## src/rtl/intlex_pkg.sv

```systemverilog
package intlex_pkg;

	localparam int VALUE_BITS = 32;
	// decimal product dec*10+d needs four extra bits over the 31-bit accumulator
	localparam int DEC_W = VALUE_BITS + 3;
	localparam logic [DEC_W-1:0] DEC_LIMIT = {{4{1'b0}}, {(VALUE_BITS-1){1'b1}}};

	localparam int CNT_W = 4;
	localparam logic [CNT_W-1:0] CNT_SAT = 4'd12;
	localparam logic [CNT_W-1:0] OCT_MAX_DIGITS = 4'd11;
	localparam logic [CNT_W-1:0] HEX_MAX_DIGITS = 4'd8;
	localparam logic [CNT_W-1:0] DEC_MAX_DIGITS = 4'd10;

	localparam logic [7:0] CH_ZERO = 8'd48;
	localparam logic [7:0] CH_THREE = 8'd51;
	localparam logic [7:0] CH_NINE = 8'd57;
	localparam logic [7:0] CH_PLUS = 8'd43;
	localparam logic [7:0] CH_MINUS = 8'd45;
	localparam logic [7:0] CH_LO_A = 8'd97;
	localparam logic [7:0] CH_LO_F = 8'd102;
	localparam logic [7:0] CH_UP_A = 8'd65;
	localparam logic [7:0] CH_UP_F = 8'd70;
	localparam logic [7:0] CH_LO_H = 8'd104;
	localparam logic [7:0] CH_UP_H = 8'd72;
	localparam logic [7:0] CH_LO_B = 8'd98;
	localparam logic [7:0] CH_UP_B = 8'd66;

	// base codes double as the kind codes of a token
	localparam logic [1:0] KIND_OCT = 2'd0;
	localparam logic [1:0] KIND_DEC = 2'd1;
	localparam logic [1:0] KIND_HEX = 2'd2;

	localparam logic [1:0] SIGN_NONE = 2'd0;
	localparam logic [1:0] SIGN_PLUS = 2'd1;
	localparam logic [1:0] SIGN_MINUS = 2'd2;

	localparam logic [2:0] ST_OK = 3'd0;
	localparam logic [2:0] ST_INVALID = 3'd1;
	localparam logic [2:0] ST_BAD_SUFFIX = 3'd2;
	localparam logic [2:0] ST_SIGN = 3'd3;
	localparam logic [2:0] ST_OVERFLOW = 3'd4;

	typedef struct packed {
		logic       is_dec;
		logic       is_hex;
		logic       is_zero;
		logic       is_sign;
		logic       is_minus;
		logic       is_h;
		logic       is_b;
		logic [3:0] hv;
	} char_class_t;

	typedef struct packed {
		logic [VALUE_BITS-1:0] value;
		logic [1:0]            kind;
		logic [2:0]            status;
	} token_t;

endpackage

```

## src/rtl/intlex_class.sv

```systemverilog
module intlex_class (
	input  logic [7:0]                 char_code,
	output intlex_pkg::char_class_t    cls
);
	import intlex_pkg::*;

	logic lower_af;
	logic upper_af;

	assign lower_af = (char_code >= CH_LO_A) && (char_code <= CH_LO_F);
	assign upper_af = (char_code >= CH_UP_A) && (char_code <= CH_UP_F);

	always_comb begin
		cls.is_dec   = (char_code >= CH_ZERO) && (char_code <= CH_NINE);
		cls.is_hex   = cls.is_dec || lower_af || upper_af;
		cls.is_zero  = (char_code == CH_ZERO);
		cls.is_sign  = (char_code == CH_PLUS) || (char_code == CH_MINUS);
		cls.is_minus = (char_code == CH_MINUS);
		cls.is_h     = (char_code == CH_LO_H) || (char_code == CH_UP_H);
		cls.is_b     = (char_code == CH_LO_B) || (char_code == CH_UP_B);
		// letters a-f and A-F both sit at low nibble 1..6
		cls.hv       = cls.is_dec ? char_code[3:0] : char_code[3:0] + 4'd9;
	end

endmodule

```

## src/rtl/intlex_core.sv

```systemverilog
module intlex_core (
	input  logic                  clk,
	input  logic                  arst_n,
	input  logic                  step,
	input  logic [7:0]            char_code,
	input  logic                  is_last,
	output intlex_pkg::token_t    token
);
	import intlex_pkg::*;

	char_class_t cls;

	logic                  at_start_q;
	logic [1:0]            sign_q;
	logic [7:0]            first_q;
	logic [CNT_W-1:0]      cnt_q;
	logic [1:0]            base_q;
	logic [2:0]            err_q;
	logic [VALUE_BITS-1:0] oct_q;
	logic [VALUE_BITS-1:0] hex_q;
	logic [VALUE_BITS-2:0] dec_q;
	logic                  over_q;

	logic                  at_start_n;
	logic [1:0]            sign_n;
	logic [7:0]            first_n;
	logic [CNT_W-1:0]      cnt_n;
	logic [1:0]            base_n;
	logic [2:0]            err_n;
	logic [VALUE_BITS-1:0] oct_n;
	logic [VALUE_BITS-1:0] hex_n;
	logic [VALUE_BITS-2:0] dec_n;
	logic                  over_n;

	// state after taking the current char as a significant digit
	logic [7:0]            tk_first;
	logic [CNT_W-1:0]      tk_cnt;
	logic [VALUE_BITS-1:0] tk_oct;
	logic [VALUE_BITS-1:0] tk_hex;
	logic [VALUE_BITS-2:0] tk_dec;
	logic                  tk_over;
	logic [DEC_W-1:0]      dec_t;
	logic [VALUE_BITS-1:0] dec_ext;
	logic [2:0]            st;

	intlex_class u_class (
		.char_code (char_code),
		.cls       (cls)
	);

	always_comb begin
		tk_first = (first_q == 8'd0) ? char_code : first_q;
		tk_cnt   = (cnt_q < CNT_SAT) ? cnt_q + 4'd1 : cnt_q;
		tk_hex   = {hex_q[VALUE_BITS-5:0], cls.hv};
		tk_oct   = oct_q;
		tk_dec   = dec_q;
		tk_over  = over_q;
		dec_t    = ({4'b0, dec_q} << 3) + ({4'b0, dec_q} << 1) + DEC_W'(cls.hv);
		if (cls.is_dec) begin
			tk_oct = (oct_q << 3) + VALUE_BITS'(cls.hv);
			if (!over_q) begin
				if (dec_t > DEC_LIMIT)
					tk_over = 1'b1;
				else
					tk_dec = dec_t[VALUE_BITS-2:0];
			end
		end
	end

	always_comb begin
		at_start_n = at_start_q;
		sign_n     = sign_q;
		first_n    = first_q;
		cnt_n      = cnt_q;
		base_n     = base_q;
		err_n      = err_q;
		oct_n      = oct_q;
		hex_n      = hex_q;
		dec_n      = dec_q;
		over_n     = over_q;

		if (at_start_q && cls.is_sign) begin
			at_start_n = 1'b0;
			sign_n     = cls.is_minus ? SIGN_MINUS : SIGN_PLUS;
			if (is_last)
				err_n = ST_BAD_SUFFIX;
		end else if (!is_last) begin
			at_start_n = 1'b0;
			if (err_q == ST_OK) begin
				if (cls.is_zero && cnt_q == '0) begin
					// leading zero, not significant
				end else if (cls.is_hex) begin
					first_n = tk_first;
					cnt_n   = tk_cnt;
					oct_n   = tk_oct;
					hex_n   = tk_hex;
					dec_n   = tk_dec;
					over_n  = tk_over;
					if (!cls.is_dec)
						base_n = KIND_HEX;
					else if (cls.hv[3] && base_q == KIND_OCT)
						base_n = KIND_DEC;
				end else begin
					err_n = ST_INVALID;
				end
			end
		end else if (err_q == ST_OK) begin
			// suffix character picks the kind
			if (cls.is_h) begin
				base_n = KIND_HEX;
			end else if (cls.is_b) begin
				if (base_q != KIND_OCT)
					err_n = ST_BAD_SUFFIX;
			end else if (cls.is_dec) begin
				if (base_q == KIND_HEX) begin
					err_n = ST_BAD_SUFFIX;
				end else begin
					base_n = KIND_DEC;
					if (!(cls.is_zero && cnt_q == '0)) begin
						first_n = tk_first;
						cnt_n   = tk_cnt;
						oct_n   = tk_oct;
						hex_n   = tk_hex;
						dec_n   = tk_dec;
						over_n  = tk_over;
					end
				end
			end else begin
				err_n = ST_BAD_SUFFIX;
			end
		end
	end

	// token from the state as it stands after the last char
	always_comb begin
		st          = err_n;
		token.value = '0;
		dec_ext     = {1'b0, dec_n};
		if (st == ST_OK && sign_n != SIGN_NONE && base_n != KIND_DEC)
			st = ST_SIGN;
		if (st == ST_OK) begin
			case (base_n)
				KIND_OCT: begin
					if (cnt_n > OCT_MAX_DIGITS ||
						(cnt_n == OCT_MAX_DIGITS && first_n > CH_THREE))
						st = ST_OVERFLOW;
					token.value = oct_n;
				end
				KIND_HEX: begin
					if (cnt_n > HEX_MAX_DIGITS)
						st = ST_OVERFLOW;
					token.value = hex_n;
				end
				default: begin
					if (over_n || cnt_n > DEC_MAX_DIGITS)
						st = ST_OVERFLOW;
					token.value = (sign_n == SIGN_MINUS) ? ('0 - dec_ext) : dec_ext;
				end
			endcase
		end
		if (st != ST_OK)
			token.value = '0;
		token.status = st;
		if (st == ST_OK || st == ST_SIGN || st == ST_OVERFLOW) begin
			case (base_n)
				KIND_HEX: token.kind = KIND_HEX;
				KIND_DEC: token.kind = KIND_DEC;
				default:  token.kind = KIND_OCT;
			endcase
		end else begin
			token.kind = KIND_OCT;
		end
	end

	always_ff @(posedge clk or negedge arst_n) begin
		if (!arst_n) begin
			at_start_q <= 1'b1;
			sign_q     <= SIGN_NONE;
			first_q    <= '0;
			cnt_q      <= '0;
			base_q     <= KIND_OCT;
			err_q      <= ST_OK;
			oct_q      <= '0;
			hex_q      <= '0;
			dec_q      <= '0;
			over_q     <= 1'b0;
		end else if (step) begin
			if (is_last) begin
				// literal closed, back to the start state
				at_start_q <= 1'b1;
				sign_q     <= SIGN_NONE;
				first_q    <= '0;
				cnt_q      <= '0;
				base_q     <= KIND_OCT;
				err_q      <= ST_OK;
				oct_q      <= '0;
				hex_q      <= '0;
				dec_q      <= '0;
				over_q     <= 1'b0;
			end else begin
				at_start_q <= at_start_n;
				sign_q     <= sign_n;
				first_q    <= first_n;
				cnt_q      <= cnt_n;
				base_q     <= base_n;
				err_q      <= err_n;
				oct_q      <= oct_n;
				hex_q      <= hex_n;
				dec_q      <= dec_n;
				over_q     <= over_n;
			end
		end
	end

endmodule

```

## src/rtl/integer_literal_lexer.sv

```systemverilog
// Integer literal lexer. Characters of one literal arrive one per input beat, the
// last one flagged with s_tlast; that beat yields one token (value, status, kind),
// all other beats yield none. A beat is taken every cycle unless held up as below:
// it sits in the input register, then the lexer state updates in one pass, and a
// token lands in the output register as its last character leaves the input
// register. Only a token still waiting in the output register holds up the next
// last-character beat; other characters keep flowing.
module integer_literal_lexer (
	input  logic        clk,
	input  logic        arst_n,
	input  logic        s_tvalid,
	output logic        s_tready,
	input  logic [7:0]  s_tdata,   // [7:0] char_code
	input  logic        s_tlast,   // is_last
	output logic        m_tvalid,
	input  logic        m_tready,
	output logic [39:0] m_tdata,   // [31:0] value, [34:32] status, [39:35] zero
	output logic [1:0]  m_tuser    // [1:0] kind
);
	import intlex_pkg::*;

	logic       valid_s1;
	logic [7:0] char_s1;
	logic       last_s1;
	logic       step;
	logic       out_valid_q;
	token_t     token;
	token_t     token_q;

	assign step     = valid_s1 && (!last_s1 || !out_valid_q || m_tready);
	assign s_tready = !valid_s1 || step;

	always_ff @(posedge clk or negedge arst_n) begin
		if (!arst_n)
			valid_s1 <= 1'b0;
		else if (s_tready)
			valid_s1 <= s_tvalid;
	end

	always_ff @(posedge clk) begin
		if (s_tvalid && s_tready) begin
			char_s1 <= s_tdata;
			last_s1 <= s_tlast;
		end
	end

	intlex_core u_core (
		.clk       (clk),
		.arst_n    (arst_n),
		.step      (step),
		.char_code (char_s1),
		.is_last   (last_s1),
		.token     (token)
	);

	always_ff @(posedge clk or negedge arst_n) begin
		if (!arst_n)
			out_valid_q <= 1'b0;
		else if (step && last_s1)
			out_valid_q <= 1'b1;
		else if (m_tready)
			out_valid_q <= 1'b0;
	end

	always_ff @(posedge clk) begin
		if (step && last_s1)
			token_q <= token;
	end

	assign m_tvalid = out_valid_q;
	assign m_tdata  = {5'b0, token_q.status, token_q.value};
	assign m_tuser  = token_q.kind;

endmodule

```

## config.mk

```make
export PLATFORM = sky130hd
export DESIGN_NAME = integer_literal_lexer
export DESIGN_NICKNAME = d
export VERILOG_FILES = /design/src/rtl/intlex_pkg.sv /design/src/rtl/intlex_class.sv /design/src/rtl/intlex_core.sv /design/src/rtl/integer_literal_lexer.sv
export SDC_FILE = /design/constraint.sdc
export NUM_CORES = 1
export LEC_CHECK = 0
export ABC_CLOCK_PERIOD_IN_PS = 9770
export BUFFER_PORTS_ARGS = -buffer_cell sky130_fd_sc_hd__buf_2
export CORE_ASPECT_RATIO = 0.8
export CORE_MARGIN = 2
export CORE_UTILIZATION = 63
export CTS_CLUSTER_DIAMETER = 80
export DETAILED_ROUTE_END_ITERATION = 8
export GPL_TIMING_DRIVEN = 0
export PLACE_DENSITY = 0.85
export SLEW_MARGIN = 5
export SYNTH_ARGS = -nofsm -noshare
export SYNTH_HDL_FRONTEND = slang
export SYNTH_SLANG_ARGS = --single-unit
```

## constraint.sdc

```tcl
create_clock -name clk -period 9.77 [get_ports clk]
set_input_delay 1.4655 -clock clk [delete_from_list [all_inputs] [get_ports clk]]
set_output_delay 1.4655 -clock clk [all_outputs]
set_load 0.005 [all_outputs]
```

==> results.py <==
metrics = {
    "critical_path": {
        "endpoint_kind": "register",
        "required_ns": 9.90,
        "start_kind": "register",
        "cp_max_fo": 10,
        "critical_path_class": "reg -> reg",
        "crit_path_top_delay_cell": "a2111oi_0",
        "worstPathArrival_ns": 9.46,
        "slowest_delay_ns": 0.71,
    },
    "drt": {
        "dr_wl_met3_mm": 5.66,
        "met2_wirelength_mm": 17.5,
        "dr.pass1.iters": 7,
        "drt_iter0_drc": 2094,
        "postRouteAntennaNets": 0,
        "routedWlPerCell_um": 22.4,
        "vias": 12731,
        "top_layer": "met4",
        "met1Wirelength_mm": 17.0,
        "wl_mm": 41.4,
        "vias_per_cell": 6.89,
        "drc": 0,
    },
    "sta": {
        "slew_viol_final": 0,
        "min_period_ns": 9.32,
        "hold_slack_ns": 0.502,
        "setup-tns-final_ns": 0,
        "clock_skew_ns": 0.0128,
        "finalSetupViolations": 0,
        "relSlewSlack_pct": 14.3,
        "hold_viol": 0,
        "fmax_mhz": 107,
        "tightest_slew_ns": 1.29,
        "rsz0062_at_grt": "false",
        "fin_crit_sh_pct": 95.4,
    },
    "global_routing": {
        "grt_pass1_vias": 11450,
        "grt_max_degree": 88,
        "grt_pass1_wl_mm": 64.2,
        "grt_use_total_pct": 39.3,
        "grt_antenna_before_repair": 0,
        "overflow": 0,
    },
    "die": {
        "die-area_sq_mm": 0.0212,
        "initial_core_util_pct": 63.9,
        "core_sq_mm": 0.0197,
        "io_pins": 57,
        "die_width_um": 162,
        "row_count": 46,
        "die_h_um": 131,
    },
    "clocking": {
        "clock_latency_ns": 0.44,
        "numCtsBuffers": 17,
        "clockBufferDepth": 2,
        "clkTransAtPathRegs_ns": 0.07,
        "htree_num_levels": 4,
        "tritoncts": "yes",
        "clock-root-buffer": "clkbuf_16",
        "clock_sinks": 164,
    },
    "yosys": {
        "synthArstFlopShare_pct": 72.0,
        "synth_top_area_share_pct": 23.2,
        "ys_seq_elements": 164,
        "postSynthAreaPerCell_sq_um": 8.43,
        "synth_warnings": 0,
        "netlist_area_sq_mm": 0.0126,
        "synth_common_cells": "nand2_1, o21ai_0, nor2_1, dfrtp_1, a21oi_1",
        "synth_edf_count": 46,
        "synth_adder_area_share_pct": 7.30,
        "syn_inst": 1495,
        "synth_top_family_by_area": "compound AO/OA/AOI/OAI gates",
        "synthMuxAreaShare_pct": 6.10,
        "yosys.cell_types.count": 88,
        "yosys-top-cells-area": "dfrtp_1, edfxtp_1, ha_1",
        "synth-xor-area-share_pct": 5.56,
        "synthSimpleGateAreaFrac_pct": 19.9,
        "synth-compound-area-share_pct": 23.1,
        "synth_ff_type": "dfrtp_1",
        "yosysMostFrequentCell": "nand2_1",
        "synth.largest_area_cell": "dfrtp_1",
        "ys_seq_area_share_pct": 34.4,
    },
    "job": {
        "maxCapViolations": 0,
    },
    "place": {
        "hpwl_mm": 30.8,
        "port_buffers": 51,
        "gp_congestion": 1.01,
    },
    "status": {
        "status": "finished, final reports clean",
    },
    "power": {
        "max-vdd-ir-drop_mv": 0.127,
        "powerDensity_mw_per_mm2": 137,
        "leakagePower_nw": 5.85,
        "finalPower_w": 0.00190,
    },
    "layout": {
        "synthToLayoutAreaGrowth_pct": 10.0,
        "final_nets": 1658,
        "insertedDiodeCount": 0,
        "layout-drive-gt1-share_pct": 10.2,
    },
    "worst_hold_path": {
        "min_path_type": "reg -> reg",
    },
}
## placed cells by master, fill, tap and decap left out, drive strengths merged, types with 6 or more instances in the layout
cell	instances
nor4	16
or2	7
edfxtp	46
o21a	9
o211ai	8
o22ai	8
nor2	128
inv	28
nor4b	6
a22oi	41
nand2	196
a21o	16
o21ai	156
clkbuf	88
mux2i	45
buf	78
and2	16
nand4	13
ha	72
a31oi	14
nor2b	15
a22o	12
or3	10
a211oi	29
o21bai	7
and3	14
nor3	34
nand2b	6
xor2	34
nand3b	7
nand3	39
dfrtp	117
xnor2	46
mux2	28
a21oi	115
or4	8
## final timing paths
kind	start	end	slack (ns)	depth (start not counted)
max reg2reg	char_s1[1]	m_tdata[22]	0.45	29
max	char_s1[1]	m_tdata[22]	0.45	29
min reg2reg	u_core.first_q[6]	u_core.first_q[6]	0.50	2
max in group asynchronous	arst_n	u_core.dec_q[15]	8.07	2
min in group asynchronous	arst_n	u_core.oct_q[23]	0.90	1
min	u_core.first_q[6]	u_core.first_q[6]	0.50	2
## report_power, final
group	internal (W)	leakage [nW]	total [W]	switching (W)
Sequential	0.000749	2.08	0.000793	0.0000440
Clock	0.000356	0.288	0.000682	0.000326
Combinational	0.000133	3.48	0.000428	0.000295
Total	0.00124	5.85	0.00190	0.000665
## flip-flops by register name, indices dropped and copies added, names as in the netlist, 3 cells and up
| signal | flops |
|---|---|
| u_core.oct_q | 32 |
| char_s1 | 8 |
| u_core.dec_q | 31 |
| u_core.first_q | 8 |
| u_core.cnt_q | 4 |
| u_core.hex_q | 32 |
| u_core.err_q | 3 |
| m_tdata | 35 |
## worst max-delay path: cells and delay by family (launching register included)
| family | cells | cell delay, ns |
|---|---|---|
| multiplexers | 2 | 0.60 |
| adder cells (fa/ha/maj) | 5 | 1.42 |
| AND/OR/NAND/NOR | 9 | 2.08 |
| buffers and inverters | 4 | 1.01 |
| flip-flops | 1 | 0.60 |
| XOR/XNOR | 1 | 0.47 |
| AO/OA/AOI/OAI | 8 | 2.79 |
## routing by layer
| metal | up-vias | track usage (%) |
|---|---|---|
| met4 | 0 | 14.1 |
| met3 | 138 | 9.28 |
| li1 | 5662 | - |
| met1 | 5947 | 56.6 |
| met5 | - | 0 |
| met2 | 984 | 58.3 |
## logic make-up (layout without fill, tap and decap cells)
| group | after synthesis | count (layout) |
|---|---|---|
| xor gates and xnor gates | 80 | 80 |
| adders and majority gates | 73 | 73 |
| AOI/OAI and AO/OA | 463 | 463 |
| DFF | 164 | 164 |
| and+or+nand+nor | 529 | 529 |
| muxes | 73 | 73 |
| other | 1 | 5 |
| buffers and inverters | 112 | 198 |
## through the flow
step | instances | worst slack, ns | cell area [sq um] | utilization [%]
final | 1849 | 0.449 | 13900 | 70.3
after global routing | 1849 | 0.216 | 13900 | 70.3
after CTS | 1848 | 0.235 | 13900 | 70.2
after detailed placement | 1816 | 0.276 | 13300 | 67.2
after global placement | 1814 | 0.278 | 13200 | 66.9
after floorplan | 1499 | 3.02 | 12600 | -
## area by class of cell
type / instances / area [sq um]
multi-input combinational: 1223 / 7830
fill: 1573 / 5870
sequential: 164 / 4340
clock buffer: 19 / 454
buffer: 92 / 389
tap: 264 / 330
timing repair buffer: 55 / 324
clock inverter: 13 / 133
inverter: 19 / 71.3
## repair_timing
action	in CTS	in global routing
gates resized for setup	0	1
buffers inserted	0	2
hold endpoints to repair	0	0
setup endpoints to repair	0	9
hold buffers	0	0
Note: power is estimated with default switching activity, not from simulation.
